File: src/sv/psch_pkg.sv
// types and constants shared by the priority scheduler modules
// no dependencies
package psch_pkg;

  localparam int IDX_W  = 6;
  localparam int TIME_W = 21;
  localparam int SUM_W  = 25;

  typedef struct packed {
    logic [15:0] arrival;
    logic [15:0] burst;
    logic [7:0]  priority_req;
    logic        final_job;
  } in_item_t;

  typedef struct packed {
    logic [3:0]        job_index;
    logic              idle;
    logic [TIME_W-1:0] end_time;
    logic [TIME_W-1:0] turnaround;
    logic [TIME_W-1:0] waiting;
    logic [SUM_W-1:0]  total_turnaround;
    logic [SUM_W-1:0]  total_waiting;
    logic              last_result;
  } out_item_t;

  // best candidate and earliest pending arrival, handed from cell to cell
  typedef struct packed {
    logic             found;
    logic [7:0]       prio;
    logic [15:0]      arr;
    logic [15:0]      burst;
    logic [IDX_W-1:0] idx;
    logic             seen;
    logic [15:0]      min_arr;
  } cand_t;

  // control broadcast from the sequencer to every cell
  typedef struct packed {
    logic              load;
    logic [IDX_W-1:0]  load_idx;
    logic              clear;
    logic              mark;
    logic [IDX_W-1:0]  mark_idx;
    logic [TIME_W-1:0] now;
  } cell_ctrl_t;

endpackage

File: src/sv/psch_cell.sv
// one job slot of the scheduler chain: holds a job and refines the candidate
// depends on psch_pkg
module psch_cell
  import psch_pkg::*;
#(
  parameter int IDX = 0
) (
  input  logic       clk,
  input  logic       rst_n,
  input  cell_ctrl_t ctrl,
  input  in_item_t   load_item,
  input  cand_t      cand_in,
  output cand_t      cand_out
);

  logic [15:0] arr_r;
  logic [15:0] burst_r;
  logic [7:0]  prio_r;
  logic        loaded_r;
  logic        done_r;
  cand_t       cand_r;
  cand_t       cand_nxt;
  logic        pending;
  logic        eligible;
  logic        better;

  always_ff @(posedge clk) begin
    if (ctrl.load && ctrl.load_idx == IDX_W'(IDX)) begin
      arr_r   <= load_item.arrival;
      burst_r <= load_item.burst;
      prio_r  <= load_item.priority_req;
    end
  end

  always_ff @(posedge clk) begin
    if (!rst_n) begin
      loaded_r <= 1'b0;
      done_r   <= 1'b0;
    end else if (ctrl.clear) begin
      loaded_r <= 1'b0;
      done_r   <= 1'b0;
    end else begin
      if (ctrl.load && ctrl.load_idx == IDX_W'(IDX)) begin
        loaded_r <= 1'b1;
      end
      if (ctrl.mark && ctrl.mark_idx == IDX_W'(IDX)) begin
        done_r <= 1'b1;
      end
    end
  end

  assign pending  = loaded_r && !done_r;
  assign eligible = pending && ({5'b0, arr_r} <= ctrl.now);
  // ties keep the upstream (lower index) candidate
  assign better = !cand_in.found || (prio_r < cand_in.prio) ||
                  ((prio_r == cand_in.prio) && (arr_r < cand_in.arr));

  always_comb begin
    cand_nxt = cand_in;
    if (eligible && better) begin
      cand_nxt.found = 1'b1;
      cand_nxt.prio  = prio_r;
      cand_nxt.arr   = arr_r;
      cand_nxt.burst = burst_r;
      cand_nxt.idx   = IDX_W'(IDX);
    end
    if (pending && (!cand_in.seen || arr_r < cand_in.min_arr)) begin
      cand_nxt.seen    = 1'b1;
      cand_nxt.min_arr = arr_r;
    end
  end

  always_ff @(posedge clk) begin
    cand_r <= cand_nxt;
  end

  assign cand_out = cand_r;

endmodule

File: src/sv/nonpreemptive_priority_scheduler.sv
// top level of the non-preemptive priority scheduler: sequencer and cell chain
// depends on psch_pkg and psch_cell
//
//  channel  direction  payload      handshake
//  in_      input      in_item_t    in_valid / in_stall
//  out_     output     out_item_t   out_valid / out_stall
//
// a job item is taken while the sequencer is loading; a non-final item yields no result
// for each result the candidate walks the cell chain, one cell per cycle, the
// sequencer updates time and sums, and the result is then held in the output
// register
// no item is taken from the final item until the last result is delivered
// reset clears the job slots, counters and the output valid
// a stalled result holds the sequencer in place
module nonpreemptive_priority_scheduler
  import psch_pkg::*;
#(
  parameter int MAX_JOBS = 16
) (
  input  logic      clk,
  input  logic      rst_n,
  input  logic      in_valid,
  output logic      in_stall,
  input  in_item_t  in_item,
  output logic      out_valid,
  input  logic      out_stall,
  output out_item_t out_item
);

  localparam int CNT_W = $clog2(MAX_JOBS + 1);

  typedef enum logic [2:0] {
    S_LOAD = 3'b001,
    S_SCAN = 3'b010,
    S_EMIT = 3'b100
  } state_t;

  state_t            state_r, state_nxt;
  logic [CNT_W-1:0]  count_r, count_nxt;
  logic [CNT_W-1:0]  fin_r, fin_nxt;
  logic [CNT_W-1:0]  wait_r, wait_nxt;
  logic [5:0]        k_r, k_nxt;
  logic [TIME_W-1:0] now_r, now_nxt;
  logic [SUM_W-1:0]  sum_t_r, sum_t_nxt;
  logic [SUM_W-1:0]  sum_w_r, sum_w_nxt;
  logic              out_valid_r, out_valid_nxt;
  out_item_t         out_r, out_nxt;
  cell_ctrl_t        ctrl;
  cand_t             cand_w [MAX_JOBS+1];
  cand_t             best;
  logic [TIME_W-1:0] run_end;
  logic [TIME_W-1:0] tat;
  logic [TIME_W-1:0] wt;
  logic              all_done;
  logic              in_acc;

  assign cand_w[0] = '0;

  for (genvar g = 0; g < MAX_JOBS; g++) begin : g_cell
    psch_cell #(.IDX(g)) u_cell (
      .clk      (clk),
      .rst_n    (rst_n),
      .ctrl     (ctrl),
      .load_item(in_item),
      .cand_in  (cand_w[g]),
      .cand_out (cand_w[g+1])
    );
  end

  assign best     = cand_w[MAX_JOBS];
  assign run_end  = now_r + {5'b0, best.burst};
  assign tat      = run_end - {5'b0, best.arr};
  assign wt       = tat - {5'b0, best.burst};
  assign all_done = best.found && ((fin_r + 1'b1) == count_r);

  assign in_stall = (state_r != S_LOAD);
  assign in_acc   = in_valid && !in_stall;

  always_comb begin
    state_nxt     = state_r;
    count_nxt     = count_r;
    fin_nxt       = fin_r;
    wait_nxt      = wait_r;
    k_nxt         = k_r;
    now_nxt       = now_r;
    sum_t_nxt     = sum_t_r;
    sum_w_nxt     = sum_w_r;
    out_valid_nxt = out_valid_r;
    out_nxt       = out_r;
    ctrl          = '0;
    ctrl.now      = now_r;
    ctrl.load_idx = IDX_W'(count_r);
    ctrl.mark_idx = best.idx;

    case (state_r)
      S_LOAD: begin
        if (in_acc) begin
          if (count_r < CNT_W'(MAX_JOBS)) begin
            ctrl.load = 1'b1;
            count_nxt = count_r + 1'b1;
          end
          if (in_item.final_job) begin
            now_nxt   = '0;
            sum_t_nxt = '0;
            sum_w_nxt = '0;
            fin_nxt   = '0;
            k_nxt     = '0;
            wait_nxt  = '0;
            state_nxt = S_SCAN;
          end
        end
      end
      S_SCAN: begin
        if (wait_r == CNT_W'(MAX_JOBS)) begin
          wait_nxt = '0;
          if (best.found) begin
            now_nxt   = run_end;
            sum_t_nxt = sum_t_r + {4'b0, tat};
            sum_w_nxt = sum_w_r + {4'b0, wt};
            fin_nxt   = fin_r + 1'b1;
            ctrl.mark = 1'b1;
          end else begin
            now_nxt = {5'b0, best.min_arr};
          end
          // only the first 32 segments get their own result
          if (k_r <= 6'd31) begin
            out_nxt.job_index  = best.found ? best.idx[3:0] : 4'd0;
            out_nxt.idle       = !best.found;
            out_nxt.end_time   = best.found ? run_end : {5'b0, best.min_arr};
            out_nxt.turnaround = best.found ? tat : '0;
            out_nxt.waiting    = best.found ? wt : '0;
            out_nxt.total_turnaround = '0;
            out_nxt.total_waiting    = '0;
            out_nxt.last_result      = 1'b0;
            k_nxt = k_r + 1'b1;
          end
          if (all_done) begin
            out_nxt.total_turnaround = sum_t_r + {4'b0, tat};
            out_nxt.total_waiting    = sum_w_r + {4'b0, wt};
            out_nxt.last_result      = 1'b1;
            out_valid_nxt            = 1'b1;
            state_nxt                = S_EMIT;
          end else if (k_r < 6'd31) begin
            out_valid_nxt = 1'b1;
            state_nxt     = S_EMIT;
          end
        end else begin
          wait_nxt = wait_r + 1'b1;
        end
      end
      S_EMIT: begin
        if (!out_stall) begin
          out_valid_nxt = 1'b0;
          if (out_r.last_result) begin
            ctrl.clear = 1'b1;
            count_nxt  = '0;
            fin_nxt    = '0;
            state_nxt  = S_LOAD;
          end else begin
            state_nxt = S_SCAN;
          end
        end
      end
      default: begin
        state_nxt = S_LOAD;
      end
    endcase
  end

  always_ff @(posedge clk) begin
    if (!rst_n) begin
      state_r     <= S_LOAD;
      count_r     <= '0;
      fin_r       <= '0;
      wait_r      <= '0;
      k_r         <= '0;
      now_r       <= '0;
      sum_t_r     <= '0;
      sum_w_r     <= '0;
      out_valid_r <= 1'b0;
    end else begin
      state_r     <= state_nxt;
      count_r     <= count_nxt;
      fin_r       <= fin_nxt;
      wait_r      <= wait_nxt;
      k_r         <= k_nxt;
      now_r       <= now_nxt;
      sum_t_r     <= sum_t_nxt;
      sum_w_r     <= sum_w_nxt;
      out_valid_r <= out_valid_nxt;
    end
  end

  always_ff @(posedge clk) begin
    out_r <= out_nxt;
  end

  assign out_valid = out_valid_r;
  assign out_item  = out_r;

`ifndef SYNTHESIS
  a_valid_in_emit: assert property (@(posedge clk) disable iff (!rst_n)
    out_valid_r |-> (state_r == S_EMIT))
    else $error("result valid outside emit state");
  a_fin_bound: assert property (@(posedge clk) disable iff (!rst_n)
    fin_r <= count_r)
    else $error("more jobs finished than loaded");
  a_count_bound: assert property (@(posedge clk) disable iff (!rst_n)
    count_r <= CNT_W'(MAX_JOBS))
    else $error("job count beyond slot count");
  a_last_to_load: assert property (@(posedge clk) disable iff (!rst_n)
    (out_valid && !out_stall && out_item.last_result) |=> (state_r == S_LOAD))
    else $error("schedule did not return to loading");
`endif

endmodule

File: config.mk
export PLATFORM = sky130hd
export DESIGN_NAME = nonpreemptive_priority_scheduler
export DESIGN_NICKNAME = d
export VERILOG_FILES = /design/src/sv/psch_pkg.sv /design/src/sv/psch_cell.sv /design/src/sv/nonpreemptive_priority_scheduler.sv
export SDC_FILE = /design/constraint.sdc
export NUM_CORES = 2
export LEC_CHECK = 0
export ABC_AREA = 1
export BUFFER_PORTS_ARGS = -buffer_cell sky130_fd_sc_hd__buf_4
export CAP_MARGIN = 10
export CORE_MARGIN = 2
export CORE_UTILIZATION = 55
export DETAILED_ROUTE_END_ITERATION = 8
export PLACE_DENSITY = 0.7
export SETUP_SLACK_MARGIN = 0.5
export SLEW_MARGIN = 15
export SYNTH_ARGS = -nofsm -noshare
export SYNTH_HDL_FRONTEND = slang
export SYNTH_HIERARCHICAL = 1
export SYNTH_SLANG_ARGS = --single-unit
File: constraint.sdc
create_clock -name clk -period 17.7 [get_ports clk]
set_clock_uncertainty 0.1 [all_clocks]
set_input_delay 1.77 -clock clk [delete_from_list [all_inputs] [get_ports clk]]
set_output_delay 1.77 -clock clk [all_outputs]
set_load 0.02 [all_outputs]
# [Yosys cells after proc, flatten, opt, wreduce, memory -nomap -nowiden]
# Cells that the tools add are included.
[word_totals] word_cells=649 ff_bits=1902 out_inout_bits=121 inputBits=45
[classes] n_eq_ne=60 muxes=86 reduce_logical=222 order_cmp=64 bitwise_logic=1 add_sub_neg=9
[ops] cell="2-to-1 mux 46 bit" count=14
[ops] cell="less-than comparator 16 bit" count=30
[ops] cell="<= comparator 16 x 21 -> 1 bit" count=16
[ops] cell="2-to-1 mux 16 bit" count=15
[ops] cell="2-to-1 mux 25 bit" count=6
[ops] cell="equality test 8 bit" count=15
[ops] cell="less-than comparator 8 bit" count=15
[ops] cell="logical AND 1 bit" count=111
[ops] cell="2-to-1 mux 51 bit" count=2
[ops] cell="one-hot mux 25 bit (2 select lines)" count=2
[ops] cell="2-to-1 mux 21 bit" count=4
[ops] cell="adder 25 x 21 -> 25 bit" count=2
[ops] cell="equality test 6 x 4 -> 1 bit, second input constant" count=8
[ops] cell="logical NOT 1 bit" count=48
[ops] cell="2-to-1 mux 47 bit" count=1
[ops] cell="logical OR 1 bit" count=45
[ops] cell="2-to-1 mux 5 bit" count=9
[ops] cell="one-hot mux 21 bit (2 select lines)" count=1
[ops] cell="subtractor 21 x 16 -> 21 bit" count=2
[ops] cell="equality test 5 x 4 -> 1 bit, second input constant" count=8
[ops] cell="2-to-1 mux 38 bit" count=1
[ops] cell="equality test 6 x 3 -> 1 bit, second input constant" count=4
[ops] cell="2-to-1 mux 6 bit" count=4
[ops] cell="adder 21 x 16 -> 21 bit" count=1
[ops] cell="37 further kinds" count=78

# [Logic depth before layout (Yosys ltp)]
[logic_depth] ltp_word=7 depth_mapped=41 mapped_depth_nobuf=41

# [Cells and area by module]
# Netlist, hierarchy kept.
[by_module_without_submodules] module="psch_cell (g_cell[1].u_cell ...)" instances=4 cells_each=571 seq_area_each_um2=2522.4 area_each_um2=4984.8
[by_module_without_submodules] module="psch_cell (g_cell[10].u_cell ...)" instances=4 cells_each=570 seq_area_each_um2=2522.4 area_each_um2=4974.8
[by_module_without_submodules] module="nonpreemptive_priority_scheduler" instances=1 cells_each=1651 seq_area_each_um2=5495.3 area_each_um2=13087.6
[by_module_without_submodules] module="psch_cell (g_cell[11].u_cell ...)" instances=2 cells_each=572 seq_area_each_um2=2522.4 area_each_um2=4983.5
[by_module_without_submodules] module="psch_cell (g_cell[13].u_cell ...)" instances=2 cells_each=571 seq_area_each_um2=2522.4 area_each_um2=4982.3
[by_module_without_submodules] module="psch_cell (g_cell[12].u_cell ...)" instances=2 cells_each=571 seq_area_each_um2=2522.4 area_each_um2=4972.3
[by_module_without_submodules] module="psch_cell (g_cell[9].u_cell)" instances=1 cells_each=570 seq_area_each_um2=2522.4 area_each_um2=4978.5
[by_module_without_submodules] module="psch_cell (g_cell[0].u_cell)" instances=1 cells_each=569 seq_area_each_um2=2522.4 area_each_um2=4977.3

# [Worst setup path after synthesis]
# OpenSTA, ideal clock, no wires.
[synth_path] path_type="input port to flip-flop" startpoint="input in_valid" endpoint="register g_cell[10].u_cell.arr_r[0], enable pin" path_buffers=0 path_stages=4 setup_ns=0.540 t_arrival_ns=6.432 slack_ns=10.628 cell_sequence="nand2_1 nor2_1 nand4_1 nor4_1"
[synth_rtl] item="start: declaration" line_no="nonpreemptive_priority_scheduler.sv:22" text="input logic in_valid,"
[synth_rtl] item="end signal: assignment" line_no="psch_cell.sv:29" text="arr_r <= load_item.arrival;"
[synth_rtl] item="end: declaration" line_no="psch_cell.sv:16" text="logic [15:0] arr_r;"

# [Worst setup path in the final report]
[layout_path] startpoint="register now_r[2]" endpoint="register sum_w_r[24]"
[layout_via] elab_chain_len=7
[layout_rtl] item="start: declaration" line_no="nonpreemptive_priority_scheduler.sv:43" text="logic [TIME_W-1:0] now_r, now_nxt;"
[layout_rtl] item="start signal: assignment" line_no="nonpreemptive_priority_scheduler.sv:187" text="now_r <= now_nxt;"
[layout_rtl] item="adder 21 x 16 -> 21 bit" line_no="nonpreemptive_priority_scheduler.sv:71" text="assign run_end = now_r + {5'b0, best.burst};"
[layout_rtl] item="subtractor 21 x 16 -> 21 bit" line_no="nonpreemptive_priority_scheduler.sv:72" text="assign tat = run_end - {5'b0, best.arr};"
[layout_rtl] item="net tat[15]" line_no="nonpreemptive_priority_scheduler.sv:52" text="logic [TIME_W-1:0] tat;"
[layout_rtl] item="subtractor 21 x 16 -> 21 bit" line_no="nonpreemptive_priority_scheduler.sv:73" text="assign wt = tat - {5'b0, best.burst};"
[layout_rtl] item="net wt[18]" line_no="nonpreemptive_priority_scheduler.sv:53" text="logic [TIME_W-1:0] wt;"
[layout_rtl] item="adder 25 x 21 -> 25 bit" line_no="nonpreemptive_priority_scheduler.sv:119" text="sum_w_nxt = sum_w_r + {4'b0, wt};"
[layout_rtl] item="2-to-1 mux 25 bit" line_no="nonpreemptive_priority_scheduler.sv:116" text="if (best.found) begin"
[layout_rtl] item="2-to-1 mux 25 bit" line_no="nonpreemptive_priority_scheduler.sv:114" text="if (wait_r == CNT_W'(MAX_JOBS)) begin"
[layout_rtl] item="one-hot mux 25 bit (2 select lines)" line_no="nonpreemptive_priority_scheduler.sv:95" text="case (state_r)"
[layout_rtl] item="end signal: assignment" line_no="nonpreemptive_priority_scheduler.sv:189" text="sum_w_r <= sum_w_nxt;"
[layout_rtl] item="end: declaration" line_no="nonpreemptive_priority_scheduler.sv:45" text="logic [SUM_W-1:0] sum_w_r, sum_w_nxt;"
# The timed path passes the listed nets, and every way through them passes these cells. The select of a mux whose other input is x is not followed.
# A chain may end at the register's enable or synchronous reset.

==> flow_summary.toml <==
[status]
status = "finished, violations left"
violations = "max-slew violations"

[detailed_routing]
wirelength_mm = 276.2
drtIter0Drc = 6611
first_pass_iters = 6
ant_nets = 0
drc = 0
avgRoutedWirePerCell_um = 20.58
viasPerCell = 5.440
vias = 73020

[cells_and_area]
syn2layout_area_growth_pct = 10.80
nets = 12050
final_util = 0.6134
fin_area_um2 = 102500
drive_gt1_frac = 0.06670

[floorplanning]
die-area_um2 = 171400
rows = 150
io_pins = 166
floorplan.initialDensity = 0.5536
chipWidth_um = 414.0
core_um2 = 167000
dieHeight_um = 414.0

[setup_path]
cp.required_ps = 18340
cp-start-kind = "register"
crit_path_end_kind = "register"
cp.arrival_ps = 8620
cp_max_fo = 18
max_stage_delay_ps = 1070
crit_top_cell = "nand2_1"
crit_type = "reg -> reg"
cp_slowest_cell = "dfxtp_1"

[sta]
rsz0062_at_grt = "false"
period_share = 0.4509
setup_tns_ps = 0
hold_violations = 0
setup_viol = 0
drv_slew = 42
period_needed_ps = 7982
slew_headroom = -0.1316
clock.fmax_mhz = 125.3
worst_slew_pin_slew_ps = 1693

[power_and_ir_drop]
power.density_nw_per_um2 = 113.1
vdd_drop_max_mv = 0.1351
p_leak_nw = 49.04

[grt]
grt_pass1_wl_mm = 415.8
antenna_found_initial = 17
grt.overflow.total = 0
grt_util_all_layers = 0.3164
grt_pass1_vias = 70870
grt_max_degree = 82

[logic_synthesis]
syn_avg_cell_area_um2 = 8.604
syn-cell-area_um2 = 92470
yosysWarnings = 6
syn-instance-count = 10750

[clock_network]
cts_resized = 0
insertion_delay_ps = 840
cts_tree = "done"
cts_root_buf = "clkbuf_16"
cts_buffers = 194
clock_sinks = 1902
clock_path_buffers = 3
cts.clk_slew.worst_paths_ps = 60
postCtsHoldBufs = 0
h-tree-depth = 4
cts_setup_buffers = 0

[job]
drv_cap = 0

[place]
hpwlAfterDp_mm = 196.7
io_buffers = 165
gp_congestion = 0.9534
place_area_um2 = 95820

[min_path]
hold_class = "reg -> reg"
-- worst max-delay path: cells and delay by family, from the launching register on --
kind                       cells  cell delay (ps)
DFF                            1             1070
AOI/OAI and AO/OA              9             1690
buffers and inverters          2              150
adders and majority gates      4             1470
and+or+nand+nor               17             2820
xor gates and xnor gates       3              550
-- state kept, by name, indices dropped and copies added (netlist names) --
signal,count
wait_r,5
now_r,21
g_cell.u_cell/burst_r,256
sum_t_r,25
g_cell.u_cell/loaded_r,16
out_valid,1
g_cell.u_cell/arr_r,256
sum_w_r,25
count_r,5
g_cell.u_cell/prio_r,128
out_item,119
state_r,3
g_cell.u_cell/done_r,16
fin_r,5
k_r,6
g_cell.u_cell/cand_out,1015
-- metal layers --
metal  GRT usage  part of all wire  vias up
li1            -                 -    35140
met1      0.4070              0.41    34270
met2      0.5209              0.46     2911
met3     0.04825             0.076      696
met4      0.1561             0.053        6
met5           0           0.00016        -
-- report_power, final --
part / switching [mW] / internal, mW
registers: 0.270 / 4.98
clock network: 1.76 / 2.46
logic: 1.43 / 0.688
-- final cells by class --
cell class / instances / area, um2
diodes: 5 / 12.51
clock buffers: 272 / 5529
clock inverters: 94 / 1102
fillers: 14140 / 64570
inverters: 1601 / 6011
multi-input cells: 7088 / 39450
flip-flops and latches: 1902 / 45670
well taps: 2204 / 2758
repair buffers: 257 / 1929
-- cells in the final DEF (no fill, tap or decap), types with 11 or more instances in the layout --
| master | instances |
|---|---|
| ha_1 | 958 |
| a21oi_1 | 490 |
| nand2_4 | 20 |
| edfxtp_1 | 759 |
| xor2_1 | 56 |
| and3_1 | 18 |
| nor3_1 | 51 |
| nand4_2 | 11 |
| nor4_1 | 12 |
| nor2_1 | 563 |
| nand3_2 | 11 |
| nand4_1 | 52 |
| nor4_2 | 16 |
| o21a_1 | 32 |
| conb_1 | 121 |
| clkinv_2 | 28 |
| nor2_2 | 25 |
| dfxtp_1 | 1143 |
| nand3b_1 | 27 |
| buf_4 | 257 |
| or2_2 | 41 |
| nand2_2 | 27 |
| bufinv_16 | 18 |
| clkbuf_8 | 19 |
| nand3_1 | 1066 |
| a21oi_4 | 17 |
| clkinvlp_4 | 11 |
| nand2_1 | 3200 |
| clkbuf_16 | 203 |
| o21bai_1 | 17 |
| inv_1 | 1595 |
| xnor2_1 | 26 |
| o21ai_0 | 109 |
| clkbuf_1 | 50 |
| a31oi_1 | 39 |
| a21o_1 | 25 |
-- stage by stage --
step | hold WS [ps] | setup WS (ps) | power (mW) | cells
global placement | 298.3 | 9981 | 7.362 | 13050
detailed placement | 299.9 | 10030 | 7.422 | 13050
finish | 306.6 | 9718 | 11.58 | 13420
global route | 321.8 | 9243 | 12.12 | 13420
floorplan | 286.5 | 10630 | 6.706 | 10870
CTS | 309.7 | 9802 | 11.61 | 13420
-- path summary, 6_finish.rpt --
check / endpoint / slack, ps / from / cells after the start
max: sum_w_r[24]$_SDFFE_PN0P_ / 9720 / now_r[2]$_SDFFE_PN0P_ / 35
min: g_cell[3].u_cell/cand_out[18]$_SDFF_PP1_ / 310 / g_cell[2].u_cell/cand_out[18]$_SDFF_PP1_ / 2
max reg2reg: sum_w_r[24]$_SDFFE_PN0P_ / 9720 / now_r[2]$_SDFFE_PN0P_ / 35
min reg2reg: g_cell[3].u_cell/cand_out[18]$_SDFF_PP1_ / 310 / g_cell[2].u_cell/cand_out[18]$_SDFF_PP1_ / 2
No activity file was read; power rests on OpenSTA's default activity.
